<file path="config.mk">
export PLATFORM = sky130hd
export DESIGN_NAME = ffdl_mac
export DESIGN_NICKNAME = d
export VERILOG_FILES = /design/src/rtl/fractional_feedback_delay_line_core_assert.svh /design/src/rtl/ffdl_pkg.sv /design/src/rtl/ffdl_mac.sv
export SDC_FILE = /design/constraint.sdc
export NUM_CORES = 1
export LEC_CHECK = 0
export BUFFER_PORTS_ARGS = -buffer_cell sky130_fd_sc_hd__clkbuf_2
export CAP_MARGIN = 20
export CELL_PAD_IN_SITES_DETAIL_PLACEMENT = 1
export CELL_PAD_IN_SITES_GLOBAL_PLACEMENT = 1
export CORE_MARGIN = 4
export CORE_UTILIZATION = 40
export DETAILED_ROUTE_END_ITERATION = 8
export HOLD_SLACK_MARGIN = 0.02
export MAX_ROUTING_LAYER = met4
export PLACE_DENSITY_LB_ADDON = 0.12
export SYNTH_ARGS = -nofsm -noshare
export SYNTH_HDL_FRONTEND = slang
export SYNTH_SLANG_ARGS = --single-unit
</file>
<file path="constraint.sdc">
create_clock -name clock -period 11.5 [get_ports clock]
set_input_delay 1.15 -clock clock [delete_from_list [all_inputs] [get_ports clock]]
set_output_delay 1.15 -clock clock [all_outputs]
set_load 0.03 [all_outputs]
</file>
<file path="src/rtl/fractional_feedback_delay_line_core_assert.svh">
// Assertion macros for the fractional feedback delay line core.
// Included by the top level; depends on nothing else.
`ifndef FRACTIONAL_FEEDBACK_DELAY_LINE_CORE_ASSERT_SVH
`define FRACTIONAL_FEEDBACK_DELAY_LINE_CORE_ASSERT_SVH

// The condition implies the expression in the same cycle.
`define FFDL_ASSERT_NOW(label, clk, rst, cond, expr) \
   label: assert property (@(posedge clk) disable iff (rst) (cond) |-> (expr)) \
      else $error("delay line check failed");

// The condition implies the expression in the next cycle.
`define FFDL_ASSERT_NEXT(label, clk, rst, cond, expr) \
   label: assert property (@(posedge clk) disable iff (rst) (cond) |=> (expr)) \
      else $error("delay line check failed");

`endif

</file>
<file path="src/rtl/ffdl_pkg.sv">
// Shared constants, types and saturation helpers of the delay line core.
// No dependencies; imported by every module of the block.
package ffdl_pkg;

   // Store geometry.
   localparam int DELAY_DEPTH = 16384;
   localparam int ADDR_W      = $clog2(DELAY_DEPTH);

   // Datapath widths.
   localparam int SAMPLE_W = 16;
   localparam int GAIN_W   = 17;
   localparam int OPER_W   = 18;
   localparam int PROD_W   = 2 * OPER_W;
   localparam int ROUND_W  = PROD_W - 16;

   localparam logic [GAIN_W-1:0] UNITY_Q16 = GAIN_W'(65536);

   // Configuration port.
   localparam int CSR_INDEX_W = 3;
   localparam int CSR_DATA_W  = 17;

   localparam logic [CSR_INDEX_W-1:0] CSR_DELAY_INTEGER  = 3'd0;
   localparam logic [CSR_INDEX_W-1:0] CSR_DELAY_FRACTION = 3'd1;
   localparam logic [CSR_INDEX_W-1:0] CSR_DECAY_GAIN     = 3'd2;
   localparam logic [CSR_INDEX_W-1:0] CSR_FEEDBACK_GAIN  = 3'd3;
   localparam logic [CSR_INDEX_W-1:0] CSR_DRY_WET_MIX    = 3'd4;
   localparam logic [CSR_INDEX_W-1:0] CSR_ALLPASS_MODE   = 3'd5;

   typedef logic [ADDR_W-1:0] addr_type;

   // Control from the sequencer to the delay store.
   typedef struct packed {
      logic                       rd_en;
      addr_type                   rd_addr;
      logic                       wr_en;
      logic signed [SAMPLE_W-1:0] wr_data;
   } store_ctrl_type;

   // Control from the sequencer to the shared multiplier.
   typedef struct packed {
      logic                     load;
      logic signed [OPER_W-1:0] op_a;
      logic signed [OPER_W-1:0] op_b;
      logic signed [PROD_W-1:0] addend;
   } mac_ctrl_type;

   // Saturate a widened value to a 16 bit sample.
   function automatic logic signed [SAMPLE_W-1:0] sat16(input logic signed [ROUND_W:0] v);
      if (v > (ROUND_W+1)'(32767)) begin
         return SAMPLE_W'(32767);
      end else if (v < (ROUND_W+1)'(-32768)) begin
         return SAMPLE_W'(-32768);
      end
      return SAMPLE_W'(v);
   endfunction

   // Clamp a Q1.16 gain to unity.
   function automatic logic [GAIN_W-1:0] gain_clamp(input logic [GAIN_W-1:0] g);
      return (g > UNITY_Q16) ? UNITY_Q16 : g;
   endfunction

endpackage

</file>
<file path="src/rtl/ffdl_mac.sv">
// Shared multiplier of the delay line core with a registered product and rounding.
// Depends on ffdl_pkg.
module ffdl_mac import ffdl_pkg::*; (
   input  logic                      clock,
   input  mac_ctrl_type              ctrl,
   output logic signed [ROUND_W-1:0] rounded
);

   logic signed [PROD_W-1:0] prod_ff;
   logic signed [PROD_W-1:0] prod_in;
   logic signed [PROD_W-1:0] sum;

   // One signed 18 by 18 multiply, held for the following step.
   assign prod_in = ctrl.op_a * ctrl.op_b;

   always_ff @(posedge clock) begin
      if (ctrl.load) begin
         prod_ff <= prod_in;
      end
   end

   // Add the offset, then round to nearest with ties toward plus infinity.
   assign sum     = prod_ff + ctrl.addend + PROD_W'(32768);
   assign rounded = sum[PROD_W-1:16];

endmodule

</file>
==> summary.md, run 1 <==
| Metric | Value |
|---|---|
| Run status | `finished, final reports clean` |
| Initial Utilization | `0.4078` |
| Crit Path Class | `in -> reg` |
| Syn_area_per_cell | `roughly 9.4 sq um` |
| Initial antenna violation count | `0` |
| Critical Path RT | `~12 ns` |
| Die Area | `40,670 sq um` |
| Largest Register | `prod_ff` |
| Clock Tree Buf Depth | `2` |
| Final Non-Filler Cells | `approximately 2,100` |
| Slew headroom | `0.3886` |
| Chip height | `201.7 microns` |
| DRC violations left | `0` |
| Crit path DAT | `7.37 ns` |
| Max reg flops | `36` |
| Placement-stage cell area | `15,860 sq um` |
| Clk slew on worst S/H paths | `0.05 ns` |
| Period utilization | `0.6378` |
| Routed WL | `around 38 mm` |
| Share of cells above drive strength 1 | `0.06792` |
| Gr usage total | `0.1955` |
| Core area | `about 37,000 sq um` |
| Ys async rst share | `0` |
| Worst Hold Class | `in -> reg` |
| First-pass GRT wire length | `between 60 and 70 mm` |
| CTS tree | `done` |
| Final setup violation count | `0` |
| IO Count | `94` |
| Final slew viol count | `0` |
| Reg area | `1081 sq um` |
| Count of cell types in the netlist | `53` |
| Row cnt | `70` |
| Crit-path max FO | `18` |
| Drt first-iter violations | `between 300 and 400` |
| Regs by FF count | `prod_ff: 36 flops` |
| Largest net degree at the start of global routing | `37` |
| Post-CTS setup buffer count | `0` |
| Worst hold slack | `1.565 ns` |
| Placer Congestion | `0.8217` |
| Global route overflow | `0` |
| Most frequent cells in the layout | `inv_1 (378), fa_1 (329), and2_1 (167), nand2_1 (164), ha_1 (160)` |
| Via count | `10,710` |
| Die W | `~200 microns` |
| Nets | `2,211` |
| First-pass iteration count of the detailed router | `5` |
| Post-DP HPWL | `roughly 33 mm` |
| # resized after CTS | `0` |
| Hold Vio Cnt, Final | `0` |
| Ys flop type | `edfxtp_1` |
| RSZ-0062 raised after global routing | `no` |
| Syn Std Cell Area | `15,000 sq um` |
| Hold-fix buffers, CTS | `0` |
| Num Clock Sinks | `36` |
| Vias in the first global route | `12,090` |
| Endpoint class of the critical path | `flop` |
| Filler cell count | `around 4,300` |
| Routed Antenna Nets | `0` |
| EDFF count, synth | `36` |
| Area of the multi-input gates | `roughly 12,000 sq um` |
| Syn-to-layout area delta | `6.639%` |
| Via-to-Cell Ratio | `5.058` |
| Commonest non-fill, non-tap cell in the layout | `inv_1` |
| Syn Inst Count | `between 1,500 and 2,000` |
| Synth Register Bits | `36` |
| Max Freq | `136.3 MHz` |
| Slew @ Worst Pin | `0.9172 ns` |
| Synth warn | `0` |
| H-tree depth | `2` |
| Placed cells | `2,109` |
| Setup TNS | `0 ns` |
| Total inserted antenna cells | `0` |
| Fin area | `between 15,000 and 20,000 sq um` |
| Port Buf Inserts | `93` |
| Post-DR wirelength/cell | `17.80 microns` |
| Worst setup SP type | `primary input` |
| Number of max-cap violations | `0` |
| Post-synth net total | `~2,200` |
| CTS root buf | `clkbuf_16` |
| Total CTS buffers | `5` |
| Sequential area share after synthesis | `0.07206` |
| Final min period | `7.335 ns` |
worst max-delay path: stages:
cell and delay, ns:
clkbuf_2 0.27, nand2_1 0.19, inv_1 0.10, fa_1 0.59, inv_1 0.14, fa_1 0.53
inv_1 0.06, ha_1 0.47, inv_1 0.23, fa_1 0.52, inv_1 0.05, fa_1 0.52
inv_1 0.05, fa_1 0.47, inv_1 0.04, ha_1 0.32, a21o_1 0.17, a21oi_1 0.26
nand3_1 0.11, a21oi_1 0.27, o21a_1 0.20, a21boi_0 0.15, a221o_1 0.35, xnor2_1 0.13
metrics by stage:
stage,util,setup WS (ns)
finish,0.4349,4.165
global route,0.4349,3.737
CTS,0.4349,4.163
detailed placement,0.4311,3.862
global placement,0.4311,3.991
floorplan,-,4.440
metal layers:
layer  GRT usage  wire length [microns]
met5           -                      0
met4     0.01538                    323
met3     0.01450                    676
met2      0.3785                  21490
met1      0.2311                  15190
cell type report:
| class | count | share of cell area |
|---|---|---|
| multi-input combinational | 1134 | 0.7693 |
| inverter | 378 | 0.08869 |
| sequential | 36 | 0.06757 |
| tap | 468 | 0.03660 |
| timing repair buffer | 93 | 0.02909 |
| clock buffer | 6 | 0.008056 |
| clock inverter | 2 | 0.0007039 |
synthesized netlist by cell type, types with 3 or more instances:
master       n  area (sq um)
o21bai_1     7         52.55
o22ai_1      3         18.77
and3_1       5         31.28
nand2b_1     7         43.79
nand2_1    164         615.6
clkbuf_1    51         191.4
a31oi_1      6         37.54
a21boi_0     3         22.52
fa_1       329          6586
inv_1      378          1419
ha_1       160          2002
nor3_1      17         85.08
a211oi_1     5         37.54
a211o_1      3         26.28
a21oi_1     49         245.2
a21o_1      17         127.6
xor2_1      17         148.9
and2_1     167          1045
o211ai_1     9         67.56
o31ai_1      3         22.52
o21a_1       5         37.54
o2111ai_1    6         52.55
o211a_1      3         30.03
nand3_1      9         45.04
edfxtp_1    36          1081
nand4_1      7         43.79
nor2_1      45         168.9
or4_1        3         22.52
o21ai_0     23         115.1
xnor2_1     36         315.3
kinds of logic after synthesis:
kind of cell / after synthesis / synth area share
buf+inv: 430 / 0.1076
xor+xnor: 53 / 0.03094
simple gates: 434 / 0.1450
fa+ha+maj: 489 / 0.5725
compound gates: 158 / 0.07190
flops: 36 / 0.07206
path summary, 6_finish.rpt:
kind / startpoint / slack, ns / cells after the start / end
setup / recovery: ctrl[36] / 4.17 / 24 / prod_ff[35]$_DFFE_PP_
hold / removal: ctrl[36] / 1.57 / 2 / prod_ff[0]$_DFFE_PP_
Power of run 1 is not shown: default switching activity piles up to over one toggle a cycle in this logic, so the estimate is an artifact.
==> run 2: changes to the inputs <==
==> constraint.sdc (replaced) <==
create_clock -name clock -period 7 [get_ports clock]
set_input_delay 0.7 -clock clock [delete_from_list [all_inputs] [get_ports clock]]
set_output_delay 0.7 -clock clock [all_outputs]
set_load 0.03 [all_outputs]
==> run 2 against run 1 <==
  * First-iteration DRC count increased by 9.3%
  * Non-clock buffer count increased by 56
  * Global-route usage increased by 0.58 points
  * Routed wire length increased by 2.7%
  * Clock-buffer cell count decreased by 1
  * Critical path depth decreased by 2
  * Worst hold slack got worse by 0.39 ns
  * Utilization increased by 1.2 points
  * Via count increased by 2.2%
  * Die area unchanged
==> summary.md, run 2 (synthesis results as in run 1) <==
| Metric | Value |
|---|---|
| First-pass GRT wire length | `63.88 mm` |
| Period utilization | `0.9413` |
| Final setup violation count | `0` |
| Die Area | `around 41,000 sq um` |
| Crit-path max FO | `12` |
| Largest Register | `prod_ff` |
| Fin area | `16,450 sq um` |
| Final Non-Filler Cells | `2,173` |
| Placer Congestion | `0.8257` |
| CTS root buf | `clkbuf_16` |
| Share of cells above drive strength 1 | `0.09971` |
| DRC violations left | `0` |
| Chip height | `201.7 microns` |
| Drt first-iter violations | `365` |
| Met2 Routed Length | `roughly 22 mm` |
| Post-DR wirelength/cell | `about 18 microns` |
| Number of max-cap violations | `0` |
| Crit path DAT | `between 6 and 7 ns` |
| IO Count | `94` |
| Setup TNS | `0 ns` |
| Port Buf Inserts | `93` |
| Regs by FF count | `prod_ff: 36 flops` |
| Clk slew on worst S/H paths | `0.06 ns` |
| Final min period | `6.589 ns` |
| First-pass iteration count of the detailed router | `4` |
| Initial Utilization | `0.4078` |
| Hold-fix buffers, CTS | `0` |
| Clock Tree Buf Depth | `2` |
| Crit Path Class | `in -> reg` |
| Hold Crit Depth | `3` |
| Worst setup SP type | `primary input` |
| Filler cell count | `4,309` |
| Most frequent cells in the layout | `inv_1 (378), fa_1 (329), and2_1 (167), nand2_1 (164), ha_1 (160)` |
| Die W | `201.7 microns` |
| Post-DP HPWL | `35.04 mm` |
| Routed Antenna Nets | `0` |
| Num Clock Sinks | `36` |
| Syn-to-layout area delta | `9.650%` |
| Worst Hold Class | `in -> reg` |
| # resized after CTS | `0` |
| Placed cells | `roughly 2,200` |
| Metal3 WL | `a little under 1 mm` |
| Final slew viol count | `0` |
| Metal-1 WL | `15.34 mm` |
| Slew @ Worst Pin | `0.9081 ns` |
| Gr usage total | `0.2013` |
| Global route overflow | `0` |
| Slew headroom | `0.3946` |
| Area of the multi-input gates | `~12,000 sq um` |
| Core area | `36,790 sq um` |
| RSZ-0062 raised after global routing | `no` |
| Run status | `finished, final reports clean` |
| Nets | `around 2,300` |
| Routed WL | `between 30 and 40 mm` |
| Vias in the first global route | `between 10,000 and 15,000` |
| Row cnt | `70` |
| Largest net degree at the start of global routing | `37` |
| Commonest non-fill, non-tap cell in the layout | `inv_1` |
| Total inserted antenna cells | `0` |
| H-tree depth | `2` |
| Total CTS buffers | `5` |
| Placement-stage cell area | `approximately 16,000 sq um` |
| Via-to-Cell Ratio | `5.035` |
| Max Freq | `roughly 150 MHz` |
| Reg area | `1081 sq um` |
| Via count | `10,940` |
| Endpoint class of the critical path | `flop` |
| Initial antenna violation count | `0` |
| Critical Path RT | `7.15 ns` |
| CTS tree | `done` |
| Post-CTS setup buffer count | `0` |
| Hold Vio Cnt, Final | `0` |
| Max reg flops | `36` |
| Highest metal used | `met4` |
run 2: cell types whose count changed in the layout (fill, tap and decap cells not counted):
cell       previous run  this run
clkbuf_1              1         0
clkinv_1              1         0
buf_4                 0        56
bufinv_16             0         1
inv_6                 0         1
run 2: cell type report:
cell class | instances | area share
tap | 468 | 0.03560
multi-input combinational | 1134 | 0.7482
timing repair buffer | 149 | 0.05385
inverter | 378 | 0.08626
clock inverter | 3 | 0.002814
sequential | 36 | 0.06572
clock buffer | 5 | 0.007606
run 2: worst max-delay path, stage by stage:
cell	delay, ns
clkbuf_2	0.22
and2_1	0.25
fa_1	0.53
inv_1	0.05
fa_1	0.46
fa_1	0.51
inv_1	0.06
fa_1	0.48
fa_1	0.52
inv_1	0.06
fa_1	0.48
inv_1	0.04
ha_1	0.28
a21o_1	0.19
a21o_1	0.22
a221oi_4	0.33
a211oi_2	0.10
buf_4	0.16
o41ai_4	0.43
o21ai_2	0.14
or4_1	0.41
nand4_1	0.10
run 2: final timing paths:
kind | startpoint | to | slack, ns
worst max-delay path | ctrl[42] | prod_ff[32]$_DFFE_PP_ | 0.41
worst min-delay path | ctrl[36] | prod_ff[0]$_DFFE_PP_ | 1.17
run 2: metrics by stage:
stage	hold WS, ns	setup slack, ns	utilization
detailed placement	1.471	0.06186	0.4425
CTS	1.177	0.3645	0.4472
global placement	1.481	0.1659	0.4425
floorplan	0.8125	0.3898	-
global route	1.207	0.1377	0.4472
finish	1.172	0.4107	0.4472
run 2: per-layer routing:
metal | vias up | global-route usage
met4 | 0 | 0.03076
li1 | 5090 | -
met1 | 5710 | 0.2355
met3 | 31 | 0.02079
met5 | - | -
met2 | 109 | 0.3808
Power of run 2 is left out for the same reason.
==> run 3: changes to the inputs <==
--- a/config.mk
+++ b/config.mk
@@ -10,7 +10,7 @@
 export CELL_PAD_IN_SITES_DETAIL_PLACEMENT = 1
 export CELL_PAD_IN_SITES_GLOBAL_PLACEMENT = 1
 export CORE_MARGIN = 4
-export CORE_UTILIZATION = 40
+export CORE_UTILIZATION = 50
 export DETAILED_ROUTE_END_ITERATION = 8
 export HOLD_SLACK_MARGIN = 0.02
 export MAX_ROUTING_LAYER = met4
==> constraint.sdc (replaced) <==
create_clock -name clock -period 7 [get_ports clock]
set_input_delay 0.7 -clock clock [delete_from_list [all_inputs] [get_ports clock]]
set_output_delay 0.7 -clock clock [all_outputs]
set_load 0.02 [all_outputs]
==> run 3 against run 2 <==
  * Die area decreased by 19%
  * Clock-buffer cell count stayed put
  * Worst hold slack lost 0.066 ns
  * Via count is 1.6% higher
  * Critical path depth down 1
  * Fmax fell by 0.42%
  * First-iteration DRC count increased by 12%
  * Cell count shrank 3.9%
  * Worst setup slack got worse by 0.028 ns
  * Global-route usage is 5.1 points higher
  * Utilization is 10 points higher
  * Non-clock buffer count decreased by 7
  * Critical endpoint unchanged
  * Highest routed layer unchanged
==> summary.md, run 3 (synthesis results as in run 1) <==
| Metric | Value |
|---|---|
| Final min period | `around 6.6 ns` |
| Routed Antenna Nets | `0` |
| Crit Path Class | `in -> reg` |
| Post-DR wirelength/cell | `between 15 and 20 microns` |
| Most frequent cells in the layout | `inv_1 (378), fa_1 (329), and2_1 (167), nand2_1 (164), ha_1 (160)` |
| CTS tree | `done` |
| Endpoint class of the critical path | `flop` |
| Max reg flops | `36` |
| Run status | `finished, final reports clean` |
| Num Clock Sinks | `36` |
| Initial antenna violation count | `0` |
| Nets | `2,260` |
| Row cnt | `63` |
| Commonest non-fill, non-tap cell in the layout | `inv_1` |
| Via-to-Cell Ratio | `roughly 5.3` |
| Hold-fix buffers, CTS | `0` |
| Clock Tree Buf Depth | `2` |
| Period utilization | `0.9453` |
| Total CTS buffers | `5` |
| H-tree depth | `2` |
| Crit path DAT | `6.78 ns` |
| Total inserted antenna cells | `0` |
| Largest Register | `prod_ff` |
| Worst setup SP type | `primary input` |
| Core area | `29,640 sq um` |
| Via count | `roughly 11,000` |
| Regs by FF count | `prod_ff: 36 flops` |
| Clk slew on worst S/H paths | `0.06 ns` |
| Post-DP HPWL | `34.89 mm` |
| Worst Hold Class | `in -> reg` |
| # resized after CTS | `0` |
| Gr usage total | `0.2527` |
| IO Count | `94` |
| DRC violations left | `0` |
| Chip height | `181.2 microns` |
| Initial Utilization | `0.5062` |
| Global route overflow | `0` |
| Number of max-cap violations | `0` |
| Final setup violation count | `0` |
| Vias in the first global route | `12,980` |
| First-pass GRT wire length | `64.45 mm` |
| Largest net degree at the start of global routing | `37` |
| Routed WL | `just under 40 mm` |
| Filler cell count | `around 3,500` |
| Setup TNS | `0 ns` |
| Slew headroom | `0.3555` |
| First-pass iteration count of the detailed router | `4` |
| Placer Congestion | `around 0.92` |
| RSZ-0062 raised after global routing | `no` |
| Slew @ Worst Pin | `0.9667 ns` |
| Share of cells above drive strength 1 | `0.09600` |
| Die W | `around 180 microns` |
| Port Buf Inserts | `93` |
| Final slew viol count | `0` |
| Critical Path RT | `7.17 ns` |
| Drt first-iter violations | `410` |
| Max Freq | `about 150 MHz` |
| Post-CTS setup buffer count | `0` |
| CTS root buf | `clkbuf_16` |
| Syn-to-layout area delta | `8.466%` |
| Crit-path max FO | `18` |
| Die Area | `32,840 sq um` |
| Hold Vio Cnt, Final | `0` |
[run 3: cell types whose count changed in the layout (fill, tap and decap cells not counted), sizes merged]
cell	previous run	this run
clkinv	0	3
bufinv	1	0
inv	379	378
buf	56	49
clkinvlp	1	0
[run 3: metal layers]
layer  part of all wire  GRT usage
met2               0.57     0.4740
met1               0.37     0.2840
met3              0.025    0.02416
met5                  0          -
met4              0.031    0.07715
[run 3: worst paths after layout]
path     start               endpoint  slack (ns)  depth (start not counted)
max   ctrl[39]  prod_ff[32]$_DFFE_PP_        0.38                         21
min   ctrl[54]   prod_ff[0]$_DFFE_PP_        1.11                          2
[run 3: metrics by stage]
stage | setup WS, ns | utilization | instances | cell area, sq um | hold WS [ns]
2_1_floorplan | 0.3898 | - | 1600 | 15000 | 0.8125
3_3_place_gp | 0.1619 | 0.5442 | 2080 | 16130 | 1.394
3_5_place_dp | 0.02620 | 0.5442 | 2080 | 16130 | 1.424
4_1_cts | 0.3416 | 0.5490 | 2088 | 16270 | 1.107
5_1_grt | 0.1358 | 0.5490 | 2088 | 16270 | 1.123
6_report | 0.3831 | 0.5490 | 2088 | 16270 | 1.106
[run 3: worst max-delay path: stages]
cell and delay (ns):
clkbuf_2 0.35, nand2_1 0.15, fa_1 0.53, fa_1 0.51, fa_1 0.51, inv_1 0.05, fa_1 0.49, fa_1 0.53
inv_1 0.06, fa_1 0.48, inv_1 0.04, ha_1 0.28, a21o_1 0.19, a21o_1 0.22, a221oi_4 0.33, a211oi_2 0.11
buf_4 0.16, o41ai_4 0.42, o21ai_2 0.14, or4_1 0.42, nand4_1 0.10
[run 3: layout make-up]
| class | count | area (sq um) | area share |
|---|---|---|---|
| Clock buffer | 5 | 125.1 | 0.007689 |
| Clock inverter | 3 | 18.77 | 0.001153 |
| Inverter | 378 | 1419 | 0.08720 |
| Multi-Input combinational cell | 1134 | 12310 | 0.7563 |
| Sequential cell | 36 | 1081 | 0.06644 |
| Tap cell | 390 | 488.0 | 0.02999 |
| Timing Repair Buffer | 142 | 833.3 | 0.05121 |
Power of run 3 is left out for the same reason.
